### src/sv/pbrlm_pkg.sv
`default_nettype none

package pbrlm_pkg;

    localparam int LANES_DEF      = 8;
    localparam int COUNT_BITS_DEF = 32;
    localparam int QUEUE_DEPTH    = 2;

    localparam int MIN_W  = 10;
    localparam int OUT_W  = 32;
    localparam int POS_W  = 3;
    localparam int BYTE_W = 8;

    localparam logic [MIN_W-1:0] MIN_RUN_RESET = 10'd18;
    localparam logic [MIN_W-1:0] MIN_RUN_FLOOR = 10'd2;

    localparam logic KIND_RUN     = 1'b0;
    localparam logic KIND_SUMMARY = 1'b1;

    typedef struct packed {
        logic full;
        logic empty;
    } fifo_stat_t;

endpackage

`default_nettype wire

### src/sv/pbrlm_front.sv
`default_nettype none

module pbrlm_front
    import pbrlm_pkg::*;
#(
    parameter int LANES      = LANES_DEF,
    parameter int COUNT_BITS = COUNT_BITS_DEF,
    localparam int ENTRY_W   = LANES * (2 + 2 * COUNT_BITS) + 1
)
(
    input  wire logic                clk,
    input  wire logic                rst_n,
    input  wire logic                in_valid,
    output logic                     in_ready,
    input  wire logic [BYTE_W-1:0]   data_byte,
    input  wire logic                end_of_stream,
    input  wire logic [MIN_W-1:0]    min_run_length,
    input  wire fifo_stat_t          stat,
    output logic                     push,
    output logic [ENTRY_W-1:0]       entry
);

    localparam int CB       = COUNT_BITS;
    localparam int LEN_LO   = 2 * LANES + 1;
    localparam int START_LO = LEN_LO + LANES * CB;

    logic                  value_reg  [LANES];
    logic [CB-1:0]         len_reg    [LANES];
    logic [CB-1:0]         start_reg  [LANES];
    logic [CB-1:0]         offset_reg;

    logic                  value_next [LANES];
    logic [CB-1:0]         len_next   [LANES];
    logic [CB-1:0]         start_next [LANES];
    logic [CB-1:0]         offset_next;

    logic [LANES+BYTE_W-1:0] padded;
    logic [CB-1:0]           minlen;
    logic [LANES-1:0]        report;
    logic                    accept;

    assign in_ready = !stat.full;
    assign accept   = in_valid && in_ready;
    assign padded   = {{LANES{1'b0}}, data_byte};
    assign minlen   = (min_run_length < MIN_RUN_FLOOR) ? CB'(MIN_RUN_FLOOR)
                                                       : CB'(min_run_length);

    always_comb
    begin
        logic          bit_in;
        logic          cont;
        logic          ended;
        logic          flush;
        logic          upd_val;
        logic [CB-1:0] upd_len;
        logic [CB-1:0] upd_start;

        entry               = '0;
        entry[LANES]        = end_of_stream;
        for (int b = 0; b < LANES; b++)
        begin
            bit_in    = padded[b];
            cont      = (len_reg[b] != '0) && (bit_in == value_reg[b]);
            ended     = !cont && (len_reg[b] >= minlen);
            upd_val   = cont ? value_reg[b] : bit_in;
            upd_len   = cont ? ((len_reg[b] == '1) ? len_reg[b] : len_reg[b] + CB'(1))
                             : CB'(1);
            upd_start = cont ? start_reg[b] : offset_reg;
            flush     = end_of_stream && (upd_len >= minlen);

            report[b]                       = ended || flush;
            entry[b]                        = ended || flush;
            entry[LANES + 1 + b]            = ended ? value_reg[b] : upd_val;
            entry[LEN_LO + b * CB +: CB]    = ended ? len_reg[b] : upd_len;
            entry[START_LO + b * CB +: CB]  = ended ? start_reg[b] : upd_start;

            // clear for the next stream after the final byte
            value_next[b] = end_of_stream ? 1'b0 : upd_val;
            len_next[b]   = end_of_stream ? '0 : upd_len;
            start_next[b] = end_of_stream ? '0 : upd_start;
        end
        offset_next = end_of_stream ? '0
                    : ((offset_reg == '1) ? offset_reg : offset_reg + CB'(1));
    end

    // drop bytes that cause no result
    assign push = accept && ((|report) || end_of_stream);

    always_ff @(posedge clk or negedge rst_n)
    begin
        if (!rst_n)
        begin
            for (int b = 0; b < LANES; b++)
            begin
                value_reg[b] <= 1'b0;
                len_reg[b]   <= '0;
                start_reg[b] <= '0;
            end
            offset_reg <= '0;
        end
        else if (accept)
        begin
            for (int b = 0; b < LANES; b++)
            begin
                value_reg[b] <= value_next[b];
                len_reg[b]   <= len_next[b];
                start_reg[b] <= start_next[b];
            end
            offset_reg <= offset_next;
        end
    end

endmodule

`default_nettype wire

### src/sv/pbrlm_queue.sv
`default_nettype none

module pbrlm_queue
    import pbrlm_pkg::*;
#(
    parameter int WIDTH = 1
)
(
    input  wire logic             clk,
    input  wire logic             rst_n,
    input  wire logic             push,
    input  wire logic [WIDTH-1:0] wr_data,
    input  wire logic             pop,
    output logic      [WIDTH-1:0] rd_data,
    output fifo_stat_t            stat
);

    localparam int PTR_W = (QUEUE_DEPTH > 1) ? $clog2(QUEUE_DEPTH) : 1;
    localparam int CNT_W = $clog2(QUEUE_DEPTH + 1);

    logic [WIDTH-1:0] mem [QUEUE_DEPTH];
    logic [PTR_W-1:0] wr_ptr_reg, wr_ptr_next;
    logic [PTR_W-1:0] rd_ptr_reg, rd_ptr_next;
    logic [CNT_W-1:0] count_reg, count_next;

    assign rd_data    = mem[rd_ptr_reg];
    assign stat.full  = (count_reg == CNT_W'(QUEUE_DEPTH));
    assign stat.empty = (count_reg == '0);

    always_comb
    begin
        wr_ptr_next = wr_ptr_reg;
        rd_ptr_next = rd_ptr_reg;
        count_next  = count_reg;
        if (push)
        begin
            wr_ptr_next = (wr_ptr_reg == PTR_W'(QUEUE_DEPTH - 1)) ? '0 : wr_ptr_reg + PTR_W'(1);
        end
        if (pop)
        begin
            rd_ptr_next = (rd_ptr_reg == PTR_W'(QUEUE_DEPTH - 1)) ? '0 : rd_ptr_reg + PTR_W'(1);
        end
        if (push && !pop)
        begin
            count_next = count_reg + CNT_W'(1);
        end
        else if (pop && !push)
        begin
            count_next = count_reg - CNT_W'(1);
        end
    end

    always_ff @(posedge clk)
    begin
        if (push)
        begin
            mem[wr_ptr_reg] <= wr_data;
        end
    end

    always_ff @(posedge clk or negedge rst_n)
    begin
        if (!rst_n)
        begin
            wr_ptr_reg <= '0;
            rd_ptr_reg <= '0;
            count_reg  <= '0;
        end
        else
        begin
            wr_ptr_reg <= wr_ptr_next;
            rd_ptr_reg <= rd_ptr_next;
            count_reg  <= count_next;
        end
    end

endmodule

`default_nettype wire

### src/sv/pbrlm_back.sv
`default_nettype none

module pbrlm_back
    import pbrlm_pkg::*;
#(
    parameter int LANES      = LANES_DEF,
    parameter int COUNT_BITS = COUNT_BITS_DEF,
    localparam int ENTRY_W   = LANES * (2 + 2 * COUNT_BITS) + 1
)
(
    input  wire logic               clk,
    input  wire logic               rst_n,
    input  wire fifo_stat_t         stat,
    input  wire logic [ENTRY_W-1:0] head,
    output logic                    pop,
    output logic                    out_valid,
    input  wire logic               out_ready,
    output logic                    report_kind,
    output logic [POS_W-1:0]        bit_position,
    output logic                    bit_value,
    output logic [OUT_W-1:0]        run_length,
    output logic [OUT_W-1:0]        start_offset,
    output logic [OUT_W-1:0]        groups_total,
    output logic                    last_result
);

    localparam int CB       = COUNT_BITS;
    localparam int LANE_W   = (LANES > 1) ? $clog2(LANES) : 1;
    localparam int LEN_LO   = 2 * LANES + 1;
    localparam int START_LO = LEN_LO + LANES * CB;

    function automatic logic [OUT_W-1:0] clip(input logic [CB-1:0] v);
        logic [CB+OUT_W-1:0] ext;
        ext = {{OUT_W{1'b0}}, v};
        return (|ext[CB+OUT_W-1:OUT_W]) ? '1 : ext[OUT_W-1:0];
    endfunction

    logic [LANES-1:0]  sent_reg, sent_next;
    logic [CB-1:0]     group_reg, group_next;
    logic              valid_reg, valid_next;
    logic              kind_reg, kind_next;
    logic [POS_W-1:0]  pos_reg, pos_next;
    logic              val_reg, val_next;
    logic [OUT_W-1:0]  len_reg, len_next;
    logic [OUT_W-1:0]  start_reg, start_next;
    logic [OUT_W-1:0]  total_reg, total_next;
    logic              last_reg, last_next;

    logic [LANES-1:0]  pending;
    logic              has_pend;
    logic              single;
    logic              head_last;
    logic [LANE_W-1:0] idx;
    logic              load;

    assign head_last = head[LANES];
    assign pending   = head[LANES-1:0] & ~sent_reg;
    assign has_pend  = |pending;
    assign single    = has_pend && ((pending & (pending - LANES'(1))) == '0);

    always_comb
    begin
        idx = '0;
        for (int i = LANES - 1; i >= 0; i--)
        begin
            if (pending[i])
            begin
                idx = LANE_W'(i);
            end
        end
    end

    // advance when the output register is free or being taken
    assign load = !stat.empty && (!valid_reg || out_ready);
    assign pop  = load && (has_pend ? (single && !head_last) : 1'b1);

    always_comb
    begin
        sent_next  = sent_reg;
        group_next = group_reg;
        valid_next = out_ready ? 1'b0 : valid_reg;
        kind_next  = kind_reg;
        pos_next   = pos_reg;
        val_next   = val_reg;
        len_next   = len_reg;
        start_next = start_reg;
        total_next = total_reg;
        last_next  = last_reg;
        if (load)
        begin
            valid_next = has_pend || head_last;
            if (has_pend)
            begin
                kind_next  = KIND_RUN;
                pos_next   = POS_W'(idx);
                val_next   = head[LANES + 1 + idx];
                len_next   = clip(head[LEN_LO + idx * CB +: CB]);
                start_next = clip(head[START_LO + idx * CB +: CB]);
                total_next = '0;
                last_next  = single && !head_last;
                group_next = (group_reg == '1) ? group_reg : group_reg + CB'(1);
                sent_next  = sent_reg | (LANES'(1) << idx);
            end
            else
            begin
                kind_next  = KIND_SUMMARY;
                pos_next   = '0;
                val_next   = 1'b0;
                len_next   = '0;
                start_next = '0;
                total_next = clip(group_reg);
                last_next  = 1'b1;
                group_next = '0;
            end
            if (pop)
            begin
                sent_next = '0;
            end
        end
    end

    always_ff @(posedge clk or negedge rst_n)
    begin
        if (!rst_n)
        begin
            sent_reg  <= '0;
            group_reg <= '0;
            valid_reg <= 1'b0;
        end
        else
        begin
            sent_reg  <= sent_next;
            group_reg <= group_next;
            valid_reg <= valid_next;
        end
    end

    always_ff @(posedge clk)
    begin
        kind_reg  <= kind_next;
        pos_reg   <= pos_next;
        val_reg   <= val_next;
        len_reg   <= len_next;
        start_reg <= start_next;
        total_reg <= total_next;
        last_reg  <= last_next;
    end

    assign out_valid    = valid_reg;
    assign report_kind  = kind_reg;
    assign bit_position = pos_reg;
    assign bit_value    = val_reg;
    assign run_length   = len_reg;
    assign start_offset = start_reg;
    assign groups_total = total_reg;
    assign last_result  = last_reg;

endmodule

`default_nettype wire

### src/sv/per_bit_run_length_monitor_unit.sv
// Per-lane run length monitor. Each byte taken on the input channel feeds one bit to
// every lane; a lane reports a run of equal bits once it ends with a length of at
// least min_run_length (values below 2 act as 2), and the byte flagged end_of_stream
// flushes every open qualifying run, then yields a summary with the group total and
// clears all lane state. The front end classifies one byte per cycle while the queue
// has room and queues the bytes that cause results (two entries deep); the back end
// sends one result per cycle unless stalled, lanes in ascending order, summary last.
// A byte with no result is not queued; a byte with k results holds the back end until
// all k are sent, so sustained input rate is one byte per cycle while reports stay
// sparse. A result moves through a queue entry to the output register. min_run_length
// may be written at any time the block is idle; cfg_ready is always high.
`default_nettype none

module per_bit_run_length_monitor_unit
    import pbrlm_pkg::*;
#(
    parameter int LANES      = LANES_DEF,
    parameter int COUNT_BITS = COUNT_BITS_DEF
)
(
    input  wire logic              clk,
    input  wire logic              rst_n,
    input  wire logic              cfg_valid,
    output logic                   cfg_ready,
    input  wire logic [MIN_W-1:0]  cfg_data,
    input  wire logic              in_valid,
    output logic                   in_ready,
    input  wire logic [BYTE_W-1:0] data_byte,
    input  wire logic              end_of_stream,
    output logic                   out_valid,
    input  wire logic              out_ready,
    output logic                   report_kind,
    output logic [POS_W-1:0]       bit_position,
    output logic                   bit_value,
    output logic [OUT_W-1:0]       run_length,
    output logic [OUT_W-1:0]       start_offset,
    output logic [OUT_W-1:0]       groups_total,
    output logic                   last_result
);

    localparam int ENTRY_W = LANES * (2 + 2 * COUNT_BITS) + 1;

    logic [MIN_W-1:0]   min_reg;
    fifo_stat_t         stat;
    logic               push;
    logic               pop;
    logic [ENTRY_W-1:0] entry;
    logic [ENTRY_W-1:0] head;

    assign cfg_ready = 1'b1;

    always_ff @(posedge clk or negedge rst_n)
    begin
        if (!rst_n)
        begin
            min_reg <= MIN_RUN_RESET;
        end
        else if (cfg_valid && cfg_ready)
        begin
            min_reg <= cfg_data;
        end
    end

    pbrlm_front #(
        .LANES      (LANES),
        .COUNT_BITS (COUNT_BITS)
    ) u_front (
        .clk            (clk),
        .rst_n          (rst_n),
        .in_valid       (in_valid),
        .in_ready       (in_ready),
        .data_byte      (data_byte),
        .end_of_stream  (end_of_stream),
        .min_run_length (min_reg),
        .stat           (stat),
        .push           (push),
        .entry          (entry)
    );

    pbrlm_queue #(
        .WIDTH (ENTRY_W)
    ) u_queue (
        .clk     (clk),
        .rst_n   (rst_n),
        .push    (push),
        .wr_data (entry),
        .pop     (pop),
        .rd_data (head),
        .stat    (stat)
    );

    pbrlm_back #(
        .LANES      (LANES),
        .COUNT_BITS (COUNT_BITS)
    ) u_back (
        .clk          (clk),
        .rst_n        (rst_n),
        .stat         (stat),
        .head         (head),
        .pop          (pop),
        .out_valid    (out_valid),
        .out_ready    (out_ready),
        .report_kind  (report_kind),
        .bit_position (bit_position),
        .bit_value    (bit_value),
        .run_length   (run_length),
        .start_offset (start_offset),
        .groups_total (groups_total),
        .last_result  (last_result)
    );

endmodule

`default_nettype wire

### config.mk
export PLATFORM = sky130hd
export DESIGN_NAME = per_bit_run_length_monitor_unit
export DESIGN_NICKNAME = d
export VERILOG_FILES = /design/src/sv/pbrlm_pkg.sv /design/src/sv/pbrlm_front.sv /design/src/sv/pbrlm_queue.sv /design/src/sv/pbrlm_back.sv /design/src/sv/per_bit_run_length_monitor_unit.sv
export SDC_FILE = /design/constraint.sdc
export NUM_CORES = 2
export LEC_CHECK = 0
export BUFFER_PORTS_ARGS = -buffer_cell sky130_fd_sc_hd__buf_2
export CAP_MARGIN = 20
export CORE_ASPECT_RATIO = 0.7
export CORE_UTILIZATION = 30
export CTS_BUF_LIST = sky130_fd_sc_hd__clkbuf_4
export DETAILED_ROUTE_END_ITERATION = 7
export PLACE_DENSITY = 0.49
export SLEW_MARGIN = 5
export SYNTH_ARGS = -nofsm -noshare
export SYNTH_HDL_FRONTEND = slang
export SYNTH_SLANG_ARGS = --single-unit
### constraint.sdc
create_clock -name clk -period 28.2 [get_ports clk]
set_clock_uncertainty 0.05 [all_clocks]
set_input_delay 4.23 -clock clk [delete_from_list [all_inputs] [get_ports clk]]
set_output_delay 4.23 -clock clk [all_outputs]
set_load 0.01 [all_outputs]
Word level (Yosys, flattened, before mapping)

Memory sizes are Yosys's and may differ from the RTL's.
Index checks and enable logic that the tools add are counted.

Magnitude comparators: 18
$mul: 0
Mux-type cells: 107
Shift-type cells: 3
Add/subtract/negate cells: 18
Reduce and logical (&&, ||, !) cells: 75
Eq/ne operators: 21
Bitwise logic cells: 4
Div/mod/pow operators: 0

Operators by type and width:

| kind                                                         | count |
|---|---|
| two-way mux 32 bit                                           | 60 |
| variable part select 529 x 33 -> 32 bit                      | 2 |
| greater-or-equal comparator 32 bit                           | 16 |
| adder 32 x 1 -> 32 bit, second input constant                | 10 |
| equality test 32 bit, second input constant                  | 10 |
| nonzero test 32 bit                                          | 8 |
| two-way mux 1 bit                                            | 33 |
| logical AND 1 bit                                            | 32 |
| less-than comparator 32 x 11 -> 1 bit, second input constant | 1 |
| two-way mux 3 bit                                            | 8 |
| AND 8 bit                                                    | 2 |
| two-way mux 8 bit                                            | 2 |
| OR reduction 8 bit                                           | 2 |
| zero test 1 bit                                              | 14 |
| logical OR 1 bit                                             | 11 |
| adder 9 x 8 -> 10 bit, first input constant                  | 1 |
| binary-select mux 1 bit (select 10 bit)                      | 1 |
| less-than comparator 10 x 2 -> 1 bit, second input constant  | 1 |
| two-way mux 10 bit                                           | 1 |
| adder 5 x 8 -> 9 bit, first input constant                   | 1 |
| equality test 1 bit                                          | 8 |
| zero test 8 bit                                              | 1 |
| NOT 8 bit                                                    | 1 |
| bitwise OR 8 bit                                             | 1 |
| 12 further kinds                                             | 19 |

Output and inout port bits: 105
Input bits: 24
Logic and storage cells: 286
Memories: 1
Bits in read-only memories: 0
Bits in registers: 709
Memory bits (writable): 1058
Latch bits: 0

Memory list:

| name        | depth | width | rd ports | clocked after Yosys merged registers in | wr ports | RTL line          | text |
|---|---|---|---|---|---|---|---|
| u_queue.mem | 2     | 529   | 1        | 0                                       | 1        | pbrlm_queue.sv:21 | `logic [WIDTH-1:0] mem [QUEUE_DEPTH];` |

Depth between registers and ports, before layout

Depth after elaboration: 14
Depth in mapped cells: 23
Gate-level depth less buffers: 22

By module

From an unflattened synthesis, not the netlist that was laid out.

Cells, all modules: 8121
Area total of the unflattened synthesis: 91564.1 sq um

By module, submodules not included:

| module                          | area an instance (sq um) | instances | cells each | sequential area each (sq um) |
|---|---|---|---|---|
| pbrlm_front                     | 41812.6                  | 1         | 5138       | 13813.2 |
| pbrlm_queue                     | 38584.5                  | 1         | 1662       | 31870.6 |
| pbrlm_back                      | 10741.6                  | 1         | 1298       | 4088.9 |
| per_bit_run_length_monitor_unit | 425.4                    | 1         | 23         | 252.7 |

Least setup slack after synthesis

No wires, ideal clock.

Path kind: input -> register
Start point: input port data_byte[2]
End point: memory u_queue.mem[0][0] in the netlist's numbering, enable pin
Stages: 13
Library setup time: 1497 ps
Path buffers: 1
Required time: 26653 ps
Path slack: -2759 ps
Data arrival time: 29412 ps
Cells stage by stage: xnor2_1 -> o31ai_1 -> clkbuf_1 -> nor2_1 -> ha_1 -> a21o_1 -> a211oi_1 -> nor2_1 -> nor2_1 -> nor3b_1 -> o41ai_1 -> o41a_1 -> nor2b_1

Longest elaborated chain between the ends: 11
Elaborated cells on any way between the ends: 13
Classes of those cells: 1 x order compare; 1 x eq/ne; 3 x mux; 8 x reduce/logical

Ends and longest elaborated chain:

| what                                        | RTL line                              | text |
|---|---|---|
| from (decl)                                 | per_bit_run_length_monitor_unit.sv:28 | `input wire logic [BYTE_W-1:0] data_byte,` |
| equality test 1 bit (*)                     | pbrlm_front.sv:63                     | `cont = (len_reg[b] != '0) && (bit_in == value_reg[b]);` |
| logical AND 1 bit (*)                       | pbrlm_front.sv:63                     |  |
| two-way mux 32 bit                          | pbrlm_front.sv:66                     | `upd_len = cont ? ((len_reg[b] == '1) ? len_reg[b] : len_reg[b] + CB'(1))` |
| greater-or-equal comparator 32 bit          | pbrlm_front.sv:69                     | `flush = end_of_stream && (upd_len >= minlen);` |
| logical AND 1 bit                           | pbrlm_front.sv:69                     |  |
| logical OR 1 bit (*)                        | pbrlm_front.sv:71                     | `report[b] = ended \|\| flush;` |
| OR reduction 8 bit (*)                      | pbrlm_front.sv:87                     | `assign push = accept && ((\|report) \|\| end_of_stream);` |
| logical OR 1 bit (*)                        | pbrlm_front.sv:87                     |  |
| logical AND 1 bit (*)                       | pbrlm_front.sv:87                     |  |
| net push                                    | per_bit_run_length_monitor_unit.sv:45 | `logic push;` |
| two-way mux 1 bit (*)                       | pbrlm_queue.sv:55                     | `if (push)` |
| two-way mux 1 bit (not written as such) (*) | pbrlm_queue.sv:57                     | `mem[wr_ptr_reg] <= wr_data;` |
| to (decl)                                   | pbrlm_queue.sv:21                     |  |

The timed path passes the listed nets; every way through them passes the cells marked *.

Final worst setup path

Start point: input port data_byte[2]
End point: memory u_queue.mem[0][509] in the netlist's numbering, enable pin

The elaborated chain is that of the path after synthesis.

==> impl_metrics.toml <==
[run_status]
status = "completed"

[cts]
cts_tree = "built"
cts_setup_buffers = 0
cts-buffers-inserted = 466
h-tree-depth = 5
path_clk_slew_ps = 70
clk_latency_ps = 1340
cts_resized = 0
cts_root_buf = "clkbuf_4"
clockBufferDepth = 4
cts_hold_repair.buffers = 0
cts.sinks = 1767

[placed_design]
dp_slack_ps = 16350
portBuffers = 127
place_congestion = 0.9017
dpl.hpwl_microns = 193100

[setup_path]
cp_slowest_cell = "buf_4"
cp_cell_sequence = "buf_2 > xnor2_1 > o31a_2 > buf_4 > o21ai_0 > a21oi_1 > a22o_1 > nor3b_1 > o41ai_1 > o41a_1 > nor2b_4 > buf_4 > buf_4 > buf_16 > buf_4 > buf_4"
required_ps = 29050
endpoint_kind = "register"
cpMostUsedCell = "buf_4"
reg2reg_from = "u_front.len_reg[199]"
path_class = "input port to register"
crit_fanout = 72
slowest_delay_ps = 920
crit_arrival_ps = 11010
worst_setup_path_start_kind = "input port"
r2r_cells = 22
r2r_slack_ps = 19020
worstReg2RegEnd = "u_queue.mem[0][509]"
setup.worst_path.start = "data_byte[2]"

[routing]
ant_nets = 0
wl_microns = 305100
viasPerCell = 5.502
wl_per_cell_microns = 25.94
m1WireLength_microns = 148900
drc = 0
via_count = 64723
top_layer_used = "met5"
dr.first_iter.drc_count = 7415
drtPass1Iterations = 8
met2_length_microns = 126000
met3_length_microns = 24400

[floorplan]
io_pins = 129
row_count = 166
design.core.area_sq_mm = 0.2924
die_h_microns = 455.9
fp.dieW_microns = 650.4
die-area_sq_mm = 0.2965
start_util_pct = 30.19

[global_route]
grt_max_degree = 163
grt_pass1_vias = 62477
grt_overflow = 0
grt_use_total_pct = 20.05
grt_pass1_wl_microns = 444400
antenna_found_initial = 24

[min_path]
hold-path-endpoint = "u_front.start_reg[174]"
hold_depth = 2
min_path_type = "register to register"
hold_start = "u_front.start_reg[174]"

[sta]
worst_slack_ps = 18050
drv_slew = 0
hold_viol = 0
setup_violations = 0
whs_ps = 453.4
tns_ps = 0
grt_setup_unrepaired = "no"
slew-limit-headroom_pct = 14.82
period_share_pct = 36.01
fmax_mhz = 98.48
min_period_ps = 10150
tightest_slew_ps = 1274

[final_layout]
fin_util_pct = 33.86
largest_reg_flops = 1058
drive_gt1_share_pct = 20.19
finalNetCount = 7674
areaGrowthSynthToFinish_pct = 12.14

[synthesis]
syn_area_per_cell_sq_um = 11.95
synth_sequential_area_ratio_pct = 56.65
synth_warnings = 0
syn_inst = 7392
synth_fp_nets = 7577
synth.cell_area_sq_mm = 0.08830
synthArstFlopShare_pct = 34.35
ys_seq_elements = 1767
synth.distinct_cells = 82
synth-main-ff-cell = "edfxtp_1"
synth_edf_count = 1160

[power]
p_leak_nw = 37.18
ir_drop_v = 0.0001230
powerDensity_mw_per_mm2 = 97.68

[run]
cap_violations = 0
## per-layer routing
layer  global-route usage [%]  up-vias
met1                    31.66    32963
li1                         -    28643
met4                    4.440        2
met2                    27.97     2710
met5                        0        -
met3                    3.746      405
## cells in the final DEF (no fill, tap or decap), types with 30 or more instances in the layout
cell type / count
and3_1: 85
mux2i_1: 128
a211oi_1: 61
buf_4: 126
edfxtp_1: 1160
a31oi_1: 30
nor3_1: 80
xnor2_1: 133
nor2_1: 450
mux2_2: 226
a21oi_1: 155
o21ai_0: 673
a22oi_1: 256
o31ai_1: 196
xor2_1: 122
nor4_1: 80
nand3_1: 199
and2_1: 94
clkinv_1: 115
or3_1: 37
a22o_1: 81
nand2_1: 750
inv_1: 67
nand4_1: 121
buf_2: 126
clkbuf_4: 711
mux4_2: 262
and4_1: 55
dfrtp_1: 604
a21o_1: 123
ha_1: 161
o22ai_1: 54
## final cells by class
cell class	count	area [sq um]
clock inverters	156	784.5
inverters	72	287.8
well taps	3864	4835
diodes	13	32.53
repair buffers	268	1864
multi-input cells	4914	35850
fillers	29174	193400
clock buffers	710	5330
flip-flops and latches	1767	50030
## stage by stage
step / area (sq um) / instances / power [mW]
2_1_floorplan: 88300 / 7392 / 5.885
3_3_place_gp: 92800 / 10879 / 7.384
3_5_place_dp: 92820 / 10882 / 7.413
4_1_cts: 98930 / 11748 / 9.775
5_1_grt: 99000 / 11758 / 10.12
6_report: 99020 / 11764 / 9.672
## worst max path at each step
| stage | to | slack [ps] | cells past startpoint |
|---|---|---|---|
| after floorplan | u_queue.mem[0][0] | 7470 | 13 |
| after global placement | u_queue.mem[0][445] | 16370 | 15 |
| after detailed placement | u_queue.mem[0][445] | 16350 | 15 |
| after CTS | u_queue.mem[0][509] | 17800 | 15 |
| after global routing | u_queue.mem[0][509] | 17620 | 16 |
| final | u_queue.mem[0][509] | 18050 | 16 |
## kinds of logic (layout without fill, tap and decap cells)
group	count (synthesis)	in the layout	synth area share, %
compound gates	1763	1763	12.80
xor+xnor	255	255	2.529
fa+ha+maj	165	165	2.327
buf+inv	711	1206	3.090
flops	1767	1767	56.65
mux	641	641	11.33
other cells	1	14	0.004247
simple gates	2089	2089	11.26
## report_power, final
group | switching, mW | leakage [nW] | total [mW] | internal (mW)
sequential | 0.204 | 19.4 | 3.55 | 3.35
combinational | 2.62 | 14.2 | 3.80 | 1.18
clock | 1.12 | 3.65 | 2.32 | 1.19
total | 3.94 | 37.2 | 9.67 | 5.73
## cells in the mapped netlist (7+ instances only)
master / instances / share of area [%]
and2_1: 97 / 0.69
nor3b_1: 14 / 0.12
inv_1: 70 / 0.30
a21o_1: 123 / 1.0
mux2_1: 25 / 0.32
a22o_1: 81 / 0.80
edfxtp_1: 1160 / 39
nor4_1: 81 / 0.57
buf_1: 27 / 0.11
and3_1: 85 / 0.60
ha_1: 161 / 2.3
mux4_2: 262 / 6.7
and4_1: 55 / 0.55
o21ai_0: 673 / 3.8
a41oi_1: 7 / 0.069
a22oi_1: 256 / 2.2
o41ai_1: 8 / 0.079
clkbuf_1: 568 / 2.4
dfrtp_1: 605 / 17
a211oi_1: 61 / 0.52
o211ai_1: 19 / 0.16
buf_2: 41 / 0.23
o22ai_1: 55 / 0.39
a21oi_1: 155 / 0.88
nor3_1: 81 / 0.46
o2111ai_1: 12 / 0.12
nand4_1: 121 / 0.86
nand2_1: 753 / 3.2
a211o_1: 7 / 0.069
o31ai_1: 201 / 1.7
or4_1: 23 / 0.20
or2_2: 16 / 0.11
nor2_1: 468 / 2.0
a41o_1: 8 / 0.091
a31oi_1: 31 / 0.22
xor2_1: 122 / 1.2
nor2b_1: 14 / 0.099
or3_1: 37 / 0.26
xnor2_1: 133 / 1.3
nand3_1: 199 / 1.1
mux2_2: 226 / 2.9
nand2b_1: 13 / 0.092
mux2i_1: 128 / 1.5
## worst max-delay path, delay by kind of cell
kind                   cells  cell delay [ps]
buffers and inverters      7             3720
XOR/XNOR                   1              390
AO/OA/AOI/OAI              6             1940
AND/OR/NAND/NOR            2              480
Power figures use the tool's default switching activity.
